==> src/rtl/core/attitude_pi_rate_controller_top_defines.svh <==
// ----------------------------------------------------------------------------
// attitude_pi_rate_controller_top_defines
// assertion macros shared by the controller rtl
// ----------------------------------------------------------------------------
`ifndef ATTITUDE_PI_RATE_CONTROLLER_TOP_DEFINES_SVH
`define ATTITUDE_PI_RATE_CONTROLLER_TOP_DEFINES_SVH

// same-cycle implication, disabled during reset
`define APR_ASSERT_NOW(lbl, ante, cons, msg) \
    lbl: assert property (@(posedge clk) disable iff (!rst_n) (ante) |-> (cons)) \
        else $error(msg);

// next-cycle implication, disabled during reset
`define APR_ASSERT_NEXT(lbl, ante, cons, msg) \
    lbl: assert property (@(posedge clk) disable iff (!rst_n) (ante) |=> (cons)) \
        else $error(msg);

`endif

==> src/rtl/core/apr_pkg.sv <==
// ----------------------------------------------------------------------------
// apr_pkg
// types and constants of the three-axis attitude pi rate controller
// ----------------------------------------------------------------------------
package apr_pkg;

    localparam int unsigned ARM_THRESHOLD_US = 1020;
    localparam int unsigned STICK_CENTER_US  = 1500;

    // floor(2^20 / 25), quotient is exact after one correction step
    localparam logic [15:0] RECIP_25 = 16'd41943;

    typedef logic [1:0] axis_t;
    localparam axis_t AXIS_ROLL  = 2'd0;
    localparam axis_t AXIS_PITCH = 2'd1;
    localparam axis_t AXIS_YAW   = 2'd2;

    typedef logic [2:0] mul_op_t;
    localparam mul_op_t MUL_RECIP = 3'd0;
    localparam mul_op_t MUL_TICK  = 3'd1;
    localparam mul_op_t MUL_KI    = 3'd2;
    localparam mul_op_t MUL_KP    = 3'd3;
    localparam mul_op_t MUL_KD    = 3'd4;

    typedef logic [1:0] acc_op_t;
    localparam acc_op_t ACC_HOLD = 2'd0;
    localparam acc_op_t ACC_LOAD = 2'd1;
    localparam acc_op_t ACC_ADD  = 2'd2;
    localparam acc_op_t ACC_SUB  = 2'd3;

    typedef logic [3:0] cfg_index_t;
    localparam cfg_index_t CFG_KP_RP  = 4'd0;
    localparam cfg_index_t CFG_KP_YAW = 4'd1;
    localparam cfg_index_t CFG_KD_RP  = 4'd2;
    localparam cfg_index_t CFG_KD_YAW = 4'd3;
    localparam cfg_index_t CFG_KI_RP  = 4'd4;
    localparam cfg_index_t CFG_KI_YAW = 4'd5;
    localparam cfg_index_t CFG_LIM_RP  = 4'd6;
    localparam cfg_index_t CFG_LIM_YAW = 4'd7;

    typedef struct packed {
        logic [15:0] kp_rp;
        logic [15:0] kp_yaw;
        logic [15:0] kd_rp;
        logic [15:0] kd_yaw;
        logic [15:0] ki_rp;
        logic [15:0] ki_yaw;
        logic [17:0] lim_rp;
        logic [17:0] lim_yaw;
    } gains_t;

    typedef struct packed {
        axis_t   axis;
        logic    in_load;
        logic    mul_en;
        mul_op_t mul_op;
        logic    quot_en;
        logic    err_en;
        logic    integ_en;
        acc_op_t acc_op;
        logic    torque_en;
        logic    out_load;
    } dp_cmd_t;

endpackage

==> src/rtl/core/attitude_pi_rate_controller_top.sv <==
// sequence: accept in idle, then ten steps of the shared multiplier
// sequence per axis over three axes, then hand-off to the result register,
// which waits while a held result is stalled; no new item until hand-off
// a new item is taken while the previous result still waits in its register
// reset: gains and limits return to their defaults, integrals clear to zero
// ----------------------------------------------------------------------------
// attitude_pi_rate_controller_top
// three-axis pi angle controller with rate feedback and arming gate
// ----------------------------------------------------------------------------
module attitude_pi_rate_controller_top
    import apr_pkg::*;
(
    input  logic               clk,
    input  logic               rst_n,
    // item input
    input  logic               in_valid,
    output logic               in_stall,
    input  logic        [11:0] rc_roll_width,
    input  logic        [11:0] rc_pitch_width,
    input  logic        [11:0] rc_throttle_width,
    input  logic        [11:0] rc_yaw_width,
    input  logic signed [16:0] roll_angle,
    input  logic signed [16:0] pitch_angle,
    input  logic signed [16:0] yaw_angle,
    input  logic signed [19:0] roll_rate,
    input  logic signed [19:0] pitch_rate,
    input  logic signed [19:0] yaw_rate,
    input  logic        [15:0] tick_length,
    // item output
    output logic               out_valid,
    input  logic               out_stall,
    output logic signed [23:0] torque_roll,
    output logic signed [23:0] torque_pitch,
    output logic signed [23:0] torque_yaw,
    output logic               motors_enabled,
    output logic        [11:0] throttle_out,
    // register writes
    input  logic               cfg_valid,
    output logic               cfg_ready,
    input  logic        [3:0]  cfg_index,
    input  logic        [17:0] cfg_data
);

    gains_t  gains;
    dp_cmd_t cmd;

    apr_cfg u_cfg (
        .clk       (clk),
        .rst_n     (rst_n),
        .cfg_valid (cfg_valid),
        .cfg_ready (cfg_ready),
        .cfg_index (cfg_index),
        .cfg_data  (cfg_data),
        .gains     (gains)
    );

    apr_ctrl u_ctrl (
        .clk       (clk),
        .rst_n     (rst_n),
        .in_valid  (in_valid),
        .in_stall  (in_stall),
        .out_valid (out_valid),
        .out_stall (out_stall),
        .cmd       (cmd)
    );

    apr_dp u_dp (
        .clk               (clk),
        .rst_n             (rst_n),
        .cmd               (cmd),
        .gains             (gains),
        .rc_roll_width     (rc_roll_width),
        .rc_pitch_width    (rc_pitch_width),
        .rc_throttle_width (rc_throttle_width),
        .rc_yaw_width      (rc_yaw_width),
        .roll_angle        (roll_angle),
        .pitch_angle       (pitch_angle),
        .yaw_angle         (yaw_angle),
        .roll_rate         (roll_rate),
        .pitch_rate        (pitch_rate),
        .yaw_rate          (yaw_rate),
        .tick_length       (tick_length),
        .torque_roll       (torque_roll),
        .torque_pitch      (torque_pitch),
        .torque_yaw        (torque_yaw),
        .motors_enabled    (motors_enabled),
        .throttle_out      (throttle_out)
    );

endmodule

==> src/rtl/core/apr_cfg.sv <==
// ----------------------------------------------------------------------------
// apr_cfg
// gain and integral limit registers, written through the config channel
// ----------------------------------------------------------------------------
module apr_cfg
    import apr_pkg::*;
(
    input  logic        clk,
    input  logic        rst_n,
    input  logic        cfg_valid,
    output logic        cfg_ready,
    input  cfg_index_t  cfg_index,
    input  logic [17:0] cfg_data,
    output gains_t      gains
);

    gains_t gains_reg;
    gains_t gains_next;

    assign cfg_ready = 1'b1;
    assign gains     = gains_reg;

    always_comb
    begin
        gains_next = gains_reg;
        if (cfg_valid)
        begin
            unique case (cfg_index)
                CFG_KP_RP:   gains_next.kp_rp   = cfg_data[15:0];
                CFG_KP_YAW:  gains_next.kp_yaw  = cfg_data[15:0];
                CFG_KD_RP:   gains_next.kd_rp   = cfg_data[15:0];
                CFG_KD_YAW:  gains_next.kd_yaw  = cfg_data[15:0];
                CFG_KI_RP:   gains_next.ki_rp   = cfg_data[15:0];
                CFG_KI_YAW:  gains_next.ki_yaw  = cfg_data[15:0];
                CFG_LIM_RP:  gains_next.lim_rp  = cfg_data;
                CFG_LIM_YAW: gains_next.lim_yaw = cfg_data;
                default:     gains_next = gains_reg;
            endcase
        end
    end

    always_ff @(posedge clk or negedge rst_n)
    begin
        if (!rst_n)
        begin
            gains_reg.kp_rp   <= 16'd1408;
            gains_reg.kp_yaw  <= 16'd1357;
            gains_reg.kd_rp   <= 16'd922;
            gains_reg.kd_yaw  <= 16'd410;
            gains_reg.ki_rp   <= 16'd154;
            gains_reg.ki_yaw  <= 16'd26;
            gains_reg.lim_rp  <= 18'd25600;
            gains_reg.lim_yaw <= 18'd76800;
        end
        else
        begin
            gains_reg <= gains_next;
        end
    end

endmodule

==> src/rtl/core/apr_dp.sv <==
// ----------------------------------------------------------------------------
// apr_dp
// datapath: one shared 32x17 multiplier, quotient fix-up, integrator, accumulator
// ----------------------------------------------------------------------------
module apr_dp
    import apr_pkg::*;
(
    input  logic               clk,
    input  logic               rst_n,
    input  dp_cmd_t            cmd,
    input  gains_t             gains,
    input  logic        [11:0] rc_roll_width,
    input  logic        [11:0] rc_pitch_width,
    input  logic        [11:0] rc_throttle_width,
    input  logic        [11:0] rc_yaw_width,
    input  logic signed [16:0] roll_angle,
    input  logic signed [16:0] pitch_angle,
    input  logic signed [16:0] yaw_angle,
    input  logic signed [19:0] roll_rate,
    input  logic signed [19:0] pitch_rate,
    input  logic signed [19:0] yaw_rate,
    input  logic        [15:0] tick_length,
    output logic signed [23:0] torque_roll,
    output logic signed [23:0] torque_pitch,
    output logic signed [23:0] torque_yaw,
    output logic               motors_enabled,
    output logic        [11:0] throttle_out
);

    // captured item
    logic        [11:0] roll_w_reg, pitch_w_reg, thr_w_reg, yaw_w_reg;
    logic signed [16:0] roll_a_reg, pitch_a_reg, yaw_a_reg;
    logic signed [19:0] roll_r_reg, pitch_r_reg, yaw_r_reg;
    logic        [15:0] tick_reg;

    // working registers
    logic signed [48:0] prod_reg;
    logic signed [48:0] prod_next;
    logic        [15:0] quot_reg;
    logic        [15:0] quot_next;
    logic signed [17:0] err_reg;
    logic signed [17:0] err_next;
    logic signed [49:0] acc_reg;
    logic signed [49:0] acc_next;
    logic signed [31:0] integ_reg [3];
    logic signed [31:0] integ_next;
    logic signed [23:0] torque_reg [3];
    logic signed [23:0] torque_next;

    // result registers
    logic signed [23:0] torque_roll_reg, torque_pitch_reg, torque_yaw_reg;
    logic               motors_enabled_reg;
    logic        [11:0] throttle_out_reg;

    logic               armed;
    logic               yaw;
    logic        [11:0] width_sel;
    logic signed [16:0] angle_sel;
    logic signed [19:0] rate_sel;
    logic signed [31:0] integ_sel;
    logic        [15:0] kp_sel, kd_sel, ki_sel;
    logic        [17:0] lim_sel;

    logic signed [12:0] dev;
    logic               dev_neg;
    logic        [11:0] dev_mag;
    logic        [19:0] scaled;
    logic        [19:0] num_abs;

    logic signed [31:0] mul_a;
    logic signed [16:0] mul_b;
    logic signed [48:0] mul_a_ext;
    logic signed [48:0] mul_b_ext;

    logic        [15:0] q_est;
    logic        [20:0] q25;
    logic        [20:0] rem;
    logic signed [16:0] ref_pos;
    logic signed [16:0] ref_val;
    logic signed [17:0] ref_ext;
    logic signed [17:0] angle_ext;

    logic signed [25:0] delta;
    logic signed [32:0] integ_sum;
    logic signed [32:0] lim_pos;
    logic signed [32:0] lim_neg;
    logic signed [32:0] integ_clamped;

    logic signed [49:0] prod_ext;
    logic signed [49:0] prod_sh;
    logic signed [29:0] torque_wide;

    assign armed = thr_w_reg > 12'(ARM_THRESHOLD_US);
    assign yaw   = (cmd.axis == AXIS_YAW);

    // per-axis operand selection
    always_comb
    begin
        unique case (cmd.axis)
            AXIS_ROLL:
            begin
                width_sel = roll_w_reg;
                angle_sel = roll_a_reg;
                rate_sel  = roll_r_reg;
                integ_sel = integ_reg[AXIS_ROLL];
            end
            AXIS_PITCH:
            begin
                width_sel = pitch_w_reg;
                angle_sel = pitch_a_reg;
                rate_sel  = pitch_r_reg;
                integ_sel = integ_reg[AXIS_PITCH];
            end
            AXIS_YAW:
            begin
                width_sel = yaw_w_reg;
                angle_sel = yaw_a_reg;
                rate_sel  = yaw_r_reg;
                integ_sel = integ_reg[AXIS_YAW];
            end
            default:
            begin
                width_sel = yaw_w_reg;
                angle_sel = yaw_a_reg;
                rate_sel  = yaw_r_reg;
                integ_sel = integ_reg[AXIS_YAW];
            end
        endcase
    end

    assign kp_sel  = yaw ? gains.kp_yaw  : gains.kp_rp;
    assign kd_sel  = yaw ? gains.kd_yaw  : gains.kd_rp;
    assign ki_sel  = yaw ? gains.ki_yaw  : gains.ki_rp;
    assign lim_sel = yaw ? gains.lim_yaw : gains.lim_rp;

    // stick deviation, |d| * 256 or |d| * 384, plus half the divisor for rounding
    assign dev     = $signed({1'b0, width_sel}) - $signed(13'(STICK_CENTER_US));
    assign dev_neg = dev[12];
    assign dev_mag = dev_neg ? 12'(-dev) : dev[11:0];
    assign scaled  = yaw ? ({dev_mag, 8'b0} + 20'({dev_mag, 7'b0})) : {dev_mag, 8'b0};
    assign num_abs = scaled + 20'd12;

    // shared multiplier operands
    always_comb
    begin
        unique case (cmd.mul_op)
            MUL_RECIP:
            begin
                mul_a = $signed({12'b0, num_abs});
                mul_b = $signed({1'b0, RECIP_25});
            end
            MUL_TICK:
            begin
                mul_a = 32'(err_reg);
                mul_b = $signed({1'b0, tick_reg});
            end
            MUL_KI:
            begin
                mul_a = integ_sel;
                mul_b = $signed({1'b0, ki_sel});
            end
            MUL_KP:
            begin
                mul_a = 32'(err_reg);
                mul_b = $signed({1'b0, kp_sel});
            end
            MUL_KD:
            begin
                mul_a = 32'(rate_sel);
                mul_b = $signed({1'b0, kd_sel});
            end
            default:
            begin
                mul_a = '0;
                mul_b = '0;
            end
        endcase
    end

    assign mul_a_ext = 49'(mul_a);
    assign mul_b_ext = 49'(mul_b);
    assign prod_next = cmd.mul_en ? (mul_a_ext * mul_b_ext) : prod_reg;

    // quotient by 25: estimate is exact or one low
    assign q_est     = prod_reg[35:20];
    assign q25       = 21'({q_est, 4'b0}) + 21'({q_est, 3'b0}) + 21'(q_est);
    assign rem       = {1'b0, num_abs} - q25;
    assign quot_next = cmd.quot_en ? (q_est + 16'(rem >= 21'd25)) : quot_reg;

    // angle error
    assign ref_pos   = $signed({1'b0, quot_reg});
    assign ref_val   = dev_neg ? -ref_pos : ref_pos;
    assign ref_ext   = 18'(ref_val);
    assign angle_ext = 18'(angle_sel);
    assign err_next  = cmd.err_en ? (ref_ext - angle_ext) : err_reg;

    // integrator with symmetric clamp, cleared when disarmed
    assign delta     = prod_reg[33:8];
    assign integ_sum = 33'(integ_sel) + 33'(delta);
    assign lim_pos   = $signed({3'b0, lim_sel, 12'b0});
    assign lim_neg   = -lim_pos;

    always_comb
    begin
        if (integ_sum > lim_pos)
        begin
            integ_clamped = lim_pos;
        end
        else if (integ_sum < lim_neg)
        begin
            integ_clamped = lim_neg;
        end
        else
        begin
            integ_clamped = integ_sum;
        end
        integ_next = armed ? integ_clamped[31:0] : '0;
    end

    // torque accumulator: ki*I + 4096*(kp*e - kd*rate)
    assign prod_ext = 50'(prod_reg);
    assign prod_sh  = $signed({prod_reg[37:0], 12'b0});

    always_comb
    begin
        case (cmd.acc_op)
            ACC_LOAD: acc_next = prod_ext;
            ACC_ADD:  acc_next = acc_reg + prod_sh;
            ACC_SUB:  acc_next = acc_reg - prod_sh;
            default:  acc_next = acc_reg;
        endcase
    end

    assign torque_wide = acc_reg[49:20];

    always_comb
    begin
        if (torque_wide > 30'sd8388607)
        begin
            torque_next = 24'sh7fffff;
        end
        else if (torque_wide < -30'sd8388608)
        begin
            torque_next = 24'sh800000;
        end
        else
        begin
            torque_next = torque_wide[23:0];
        end
    end

    always_ff @(posedge clk or negedge rst_n)
    begin
        if (!rst_n)
        begin
            integ_reg[AXIS_ROLL]  <= '0;
            integ_reg[AXIS_PITCH] <= '0;
            integ_reg[AXIS_YAW]   <= '0;
        end
        else if (cmd.integ_en)
        begin
            integ_reg[cmd.axis] <= integ_next;
        end
    end

    always_ff @(posedge clk)
    begin
        if (cmd.in_load)
        begin
            roll_w_reg  <= rc_roll_width;
            pitch_w_reg <= rc_pitch_width;
            thr_w_reg   <= rc_throttle_width;
            yaw_w_reg   <= rc_yaw_width;
            roll_a_reg  <= roll_angle;
            pitch_a_reg <= pitch_angle;
            yaw_a_reg   <= yaw_angle;
            roll_r_reg  <= roll_rate;
            pitch_r_reg <= pitch_rate;
            yaw_r_reg   <= yaw_rate;
            tick_reg    <= tick_length;
        end
        prod_reg <= prod_next;
        quot_reg <= quot_next;
        err_reg  <= err_next;
        acc_reg  <= acc_next;
        if (cmd.torque_en)
        begin
            torque_reg[cmd.axis] <= torque_next;
        end
        if (cmd.out_load)
        begin
            torque_roll_reg    <= armed ? torque_reg[AXIS_ROLL]  : '0;
            torque_pitch_reg   <= armed ? torque_reg[AXIS_PITCH] : '0;
            torque_yaw_reg     <= armed ? torque_reg[AXIS_YAW]   : '0;
            motors_enabled_reg <= armed;
            throttle_out_reg   <= thr_w_reg;
        end
    end

    assign torque_roll    = torque_roll_reg;
    assign torque_pitch   = torque_pitch_reg;
    assign torque_yaw     = torque_yaw_reg;
    assign motors_enabled = motors_enabled_reg;
    assign throttle_out   = throttle_out_reg;

endmodule

==> src/rtl/core/apr_ctrl.sv <==
// ----------------------------------------------------------------------------
// apr_ctrl
// sequencer: ten micro-steps per axis over three axes, then result hand-off
// ----------------------------------------------------------------------------
`include "attitude_pi_rate_controller_top_defines.svh"

module apr_ctrl
    import apr_pkg::*;
(
    input  logic    clk,
    input  logic    rst_n,
    input  logic    in_valid,
    output logic    in_stall,
    output logic    out_valid,
    input  logic    out_stall,
    output dp_cmd_t cmd
);

    localparam logic [1:0] ST_IDLE = 2'd0;
    localparam logic [1:0] ST_RUN  = 2'd1;
    localparam logic [1:0] ST_LOAD = 2'd2;

    localparam logic [3:0] STEP_RECIP  = 4'd0;
    localparam logic [3:0] STEP_QUOT   = 4'd1;
    localparam logic [3:0] STEP_ERR    = 4'd2;
    localparam logic [3:0] STEP_TICK   = 4'd3;
    localparam logic [3:0] STEP_INTEG  = 4'd4;
    localparam logic [3:0] STEP_KI     = 4'd5;
    localparam logic [3:0] STEP_KP     = 4'd6;
    localparam logic [3:0] STEP_KD     = 4'd7;
    localparam logic [3:0] STEP_SUB    = 4'd8;
    localparam logic [3:0] STEP_TORQUE = 4'd9;

    logic [1:0] state_reg, state_next;
    logic [3:0] step_reg, step_next;
    axis_t      axis_reg, axis_next;
    logic       out_valid_reg, out_valid_next;

    always_comb
    begin
        state_next = state_reg;
        step_next  = step_reg;
        axis_next  = axis_reg;

        cmd           = '0;
        cmd.axis      = axis_reg;
        cmd.mul_op    = MUL_RECIP;
        cmd.acc_op    = ACC_HOLD;

        unique case (state_reg)
            ST_IDLE:
            begin
                if (in_valid)
                begin
                    cmd.in_load = 1'b1;
                    state_next  = ST_RUN;
                    step_next   = STEP_RECIP;
                    axis_next   = AXIS_ROLL;
                end
            end
            ST_RUN:
            begin
                unique case (step_reg)
                    STEP_RECIP:
                    begin
                        cmd.mul_en = 1'b1;
                        cmd.mul_op = MUL_RECIP;
                    end
                    STEP_QUOT:   cmd.quot_en = 1'b1;
                    STEP_ERR:    cmd.err_en  = 1'b1;
                    STEP_TICK:
                    begin
                        cmd.mul_en = 1'b1;
                        cmd.mul_op = MUL_TICK;
                    end
                    STEP_INTEG:  cmd.integ_en = 1'b1;
                    STEP_KI:
                    begin
                        cmd.mul_en = 1'b1;
                        cmd.mul_op = MUL_KI;
                    end
                    STEP_KP:
                    begin
                        cmd.acc_op = ACC_LOAD;
                        cmd.mul_en = 1'b1;
                        cmd.mul_op = MUL_KP;
                    end
                    STEP_KD:
                    begin
                        cmd.acc_op = ACC_ADD;
                        cmd.mul_en = 1'b1;
                        cmd.mul_op = MUL_KD;
                    end
                    STEP_SUB:    cmd.acc_op    = ACC_SUB;
                    STEP_TORQUE: cmd.torque_en = 1'b1;
                    default:     cmd.acc_op    = ACC_HOLD;
                endcase

                if (step_reg == STEP_TORQUE)
                begin
                    step_next = STEP_RECIP;
                    if (axis_reg == AXIS_YAW)
                    begin
                        state_next = ST_LOAD;
                    end
                    else
                    begin
                        axis_next = axis_reg + 2'd1;
                    end
                end
                else
                begin
                    step_next = step_reg + 4'd1;
                end
            end
            ST_LOAD:
            begin
                // wait until the result register is free
                if (!out_valid_reg || !out_stall)
                begin
                    cmd.out_load = 1'b1;
                    state_next   = ST_IDLE;
                end
            end
            default: state_next = ST_IDLE;
        endcase
    end

    always_comb
    begin
        if (cmd.out_load)
        begin
            out_valid_next = 1'b1;
        end
        else if (!out_stall)
        begin
            out_valid_next = 1'b0;
        end
        else
        begin
            out_valid_next = out_valid_reg;
        end
    end

    always_ff @(posedge clk or negedge rst_n)
    begin
        if (!rst_n)
        begin
            state_reg     <= ST_IDLE;
            step_reg      <= STEP_RECIP;
            axis_reg      <= AXIS_ROLL;
            out_valid_reg <= 1'b0;
        end
        else
        begin
            state_reg     <= state_next;
            step_reg      <= step_next;
            axis_reg      <= axis_next;
            out_valid_reg <= out_valid_next;
        end
    end

    assign in_stall  = (state_reg != ST_IDLE);
    assign out_valid = out_valid_reg;

    `APR_ASSERT_NOW(a_load_free, cmd.out_load, !out_valid_reg || !out_stall, "held result overwritten")
    `APR_ASSERT_NEXT(a_accept_start, in_valid && !in_stall, state_reg == ST_RUN && step_reg == STEP_RECIP && axis_reg == AXIS_ROLL, "item did not start at roll step zero")
    `APR_ASSERT_NOW(a_valid_rise, $rose(out_valid_reg), $past(state_reg) == ST_LOAD, "result appeared outside hand-off")
    `APR_ASSERT_NOW(a_run_range, state_reg == ST_RUN, axis_reg <= AXIS_YAW && step_reg <= STEP_TORQUE, "sequencer out of range")

endmodule
==> config.mk <==
export PLATFORM = sky130hd
export DESIGN_NAME = attitude_pi_rate_controller_top
export DESIGN_NICKNAME = d
export VERILOG_FILES = /design/src/rtl/core/apr_pkg.sv /design/src/rtl/core/attitude_pi_rate_controller_top.sv /design/src/rtl/core/apr_cfg.sv /design/src/rtl/core/apr_dp.sv /design/src/rtl/core/apr_ctrl.sv
export VERILOG_INCLUDE_DIRS = /design/src /design/src/rtl/core
export SDC_FILE = /design/constraint.sdc
export NUM_CORES = 2
export LEC_CHECK = 0
export BUFFER_PORTS_ARGS = -buffer_cell sky130_fd_sc_hd__buf_2
export CORE_MARGIN = 2
export CORE_UTILIZATION = 57
export DETAILED_ROUTE_END_ITERATION = 10
export GPL_ROUTABILITY_DRIVEN = 1
export PLACE_DENSITY = 0.83
export SLEW_MARGIN = 20
export SYNTH_ARGS = -nofsm -noshare
export SYNTH_HDL_FRONTEND = slang
export SYNTH_HIERARCHICAL = 1
export SYNTH_SLANG_ARGS = --single-unit
==> constraint.sdc <==
create_clock -name clk -period 11.2 [get_ports clk]
set_input_delay 0 -clock clk [delete_from_list [all_inputs] [get_ports clk]]
set_output_delay 0 -clock clk [all_outputs]
set_load 0.02 [all_outputs]
==> results by group <==
Run status
  • Outcome: complete, no violations

Route
  • Initial DRC Count: 4700
  • 1st-pass router iterations: 8
  • Drt drc: 0
  • Final WL: 164000 um
  • Drt via density: 6.03
  • Post-route ant nets: 0
  • Detailed-route via count: 43169
  • Drt wl/cell: around 23 um

CTS
  • Root Driver: clkbuf_16
  • Clk Latency, worst-skew pair: between 600 and 700 ps
  • H-Tree Level Count: 3
  • Reg clk slew, reported paths: roughly 70 ps
  • TritonCTS clock tree: yes
  • Clock sink count: 690
  • CTS buffer count: between 70 and 80
  • Clock buffer depth: 3

Timing
  • Fmax: 91.7 MHz
  • Worst slew pin tran: roughly 1200 ps
  • Setup-failing EPs final: 0
  • Minimum clock period: around 11000 ps
  • Final Hold Fails: 0
  • Fin. max-slew vios: 0
  • Setup_tns: 0 ps
  • Period utilization: 0.973
  • Rel. slew slack: 0.196
  • Final Skew: between 50 and 60 ps

Placed design
  • Cells after DPL: ~6800
  • IO Port Bufs: 288
  • Post-detail-place hpwl: 118000 um
  • Routability Congestion: approximately 1.0
  • Placement-stage cell area: between 0.05 and 0.06 mm2

Synth
  • Post-Syn Nets: roughly 6400
  • FFs w/ async S/R, synth: 0.343
  • Ys flop type: edfxtp_1
  • Synth Instances: around 5400
  • Sequential share of the synthesized area: 0.354
  • Synthesized cell area: roughly 0.055 mm2
  • Seq cells post-synth: 690
  • Yosys cell types: 103
  • YS warnings: 6
  • EDFF count, synth: around 450
  • Syn Area/Cell: 10.3 um2

Worst setup path
  • Cell family with most CP delay: adder cells
  • Worst path buffer plus inverter count: 9
  • Reg2Reg Setup Slack: approximately 300 ps
  • Worst R2R Start: u_ctrl/axis_reg[0]
  • Crit Path Class: flop to flop
  • Reg2Reg Capture Point: u_dp/prod_reg[48]
  • CP arrival: 11310 ps
  • Worst reg2reg path depth: 43
  • Crit-path slowest cell: fa_1
  • Peak fanout along the critical path: 8
  • Worst EP required: about 12000 ps
  • Worst path depth: 43
  • Crit path capture type: flop
  • Max stage delay on crit path: approximately 540 ps
  • Crit path launch type: flop

Finish
  • NumNets Final: between 6000 and 7000
  • Most frequent cells in the layout: 744 x inv_1, 674 x nand2_1, 517 x fa_1, 453 x edfxtp_1, 291 x ha_1
  • Fillers: roughly 7200
  • Final core occ: 0.656
  • Design area: approximately 0.063 mm2
  • Antenna diodes: 0
  • Leading cell type in the layout, fill and taps excluded: inv_1
  • Syn-to-layout area delta: 14.4%
  • Max FFs per register: between 100 and 150
  • Footprint of the multi-input gates: ~0.032 mm2
  • Share of cells above drive strength 1: 0.141
  • Reg area: 0.0196 mm2
  • Final std cells w/o fill: around 7200

Global routing
  • Initial antenna violation count: 2
  • Overflow left after global routing: 0
  • Vias in the first global route: between 40000 and 50000
  • First-pass GRT wire length: ~250000 um
  • GRT Util Overall: 0.330
  • Largest net degree at the start of global routing: just under 90

Worst hold path
  • WHS Path Cells: 2
  • Hold_sp: rc_roll_width[3]
  • Worst hold path endpoint: u_dp/roll_w_reg[3]
  • Worst hold-check path type: primary input to flop

Flow run
  • Total of max-cap violations: 0

Die
  • Full die area: about 0.1 mm2
  • Die height: 316 um
  • Row Count: 114
  • Die W: 316 um
  • Io pins: 290
  • Initial core utilization: 0.574
  • Core area: 0.0964 mm2
==> per-layer routing <==
metal	wire length [um]	track usage
met1	61700	0.420
met2	74500	0.533
met3	16600	0.0696
met4	10700	0.179
met5	19	0
==> layout make-up <==
class,count,area share
Multi-Input combinational cell,3699,0.510
Clock inverter,45,0.00811
Clock buffer,92,0.0315
Inverter,748,0.0445
Sequential cell,690,0.309
Timing Repair Buffer,614,0.0713
Tap cell,1276,0.0252
==> what timing repair did <==
action / 4_1_cts / 5_1_grt
endpoints found under the setup margin: 8 / 21
setup buffers: 0 / 10
gates resized for setup: 6 / 35
hold endpoints to repair: 395 / 0
hold buffers: 202 / 0
pin swaps: 0 / 9
cloned: 0 / 2
==> per-stage QoR <==
stage	hold slack (ps)	worst slack (ps)
floorplan	-296	582
global placement	0.125	13.5
detailed placement	10.4	-227
CTS	10.6	-73.0
global route	14.1	-119
finish	19.4	300
==> logic make-up (layout without fill, tap and decap cells) <==
kind of cell / count (synthesis) / in the layout / share of synthesized area
AND/OR/NAND/NOR: 1427 / 1427 / 0.119
buffers and inverters: 977 / 1499 / 0.0689
AO/OA/AOI/OAI: 930 / 931 / 0.110
adder cells (fa/ha/maj): 809 / 809 / 0.253
flip-flops: 690 / 690 / 0.354
multiplexers: 296 / 296 / 0.0579
XOR/XNOR: 235 / 235 / 0.0372
other: 1 / 1 / 0.0000678
==> how the worst max path moves through the flow <==
stage                  startpoint                 to
6_report       u_ctrl/axis_reg[0]  u_dp/prod_reg[48]
5_1_grt        u_ctrl/axis_reg[0]  u_dp/prod_reg[48]
4_1_cts        u_ctrl/axis_reg[0]  u_dp/prod_reg[48]
3_5_place_dp   u_ctrl/axis_reg[0]  u_dp/prod_reg[48]
3_3_place_gp   u_ctrl/axis_reg[0]  u_dp/prod_reg[48]
2_1_floorplan  u_ctrl/axis_reg[1]  u_dp/prod_reg[48]
==> synthesized netlist by cell type (15+ instances only) <==
cell	instances	area share
a211oi_1	15	0.0020
buf_1	15	0.0010
and2_1	161	0.018
nor2_1	274	0.019
fa_1	517	0.19
o21ai_0	226	0.020
a31oi_1	27	0.0031
a22o_1	22	0.0035
dfrtp_1	203	0.092
nor3_1	42	0.0038
nand3_1	54	0.0049
or3_1	18	0.0020
nor2b_1	36	0.0041
o21ai_1	33	0.0030
o211ai_1	19	0.0026
ha_1	292	0.066
mux2_2	158	0.032
buf_2	34	0.0031
nand2b_1	28	0.0032
clkbuf_1	161	0.011
xor2_1	70	0.011
dfstp_2	34	0.016
o22ai_1	15	0.0017
xnor2_1	165	0.026
nand2_1	675	0.046
a21oi_1	203	0.018
mux2i_1	132	0.024
edfxtp_1	453	0.25
a22oi_1	26	0.0035
and3_1	22	0.0025
o21a_1	56	0.0076
o31ai_1	30	0.0041
inv_1	746	0.051
o221ai_1	20	0.0032
o21bai_1	24	0.0033
nand4_1	30	0.0034
a21o_1	86	0.012
Power is left out: the tool's default activity adds up to more than one toggle a clock period on the data nets, which glitch-free logic cannot reach.
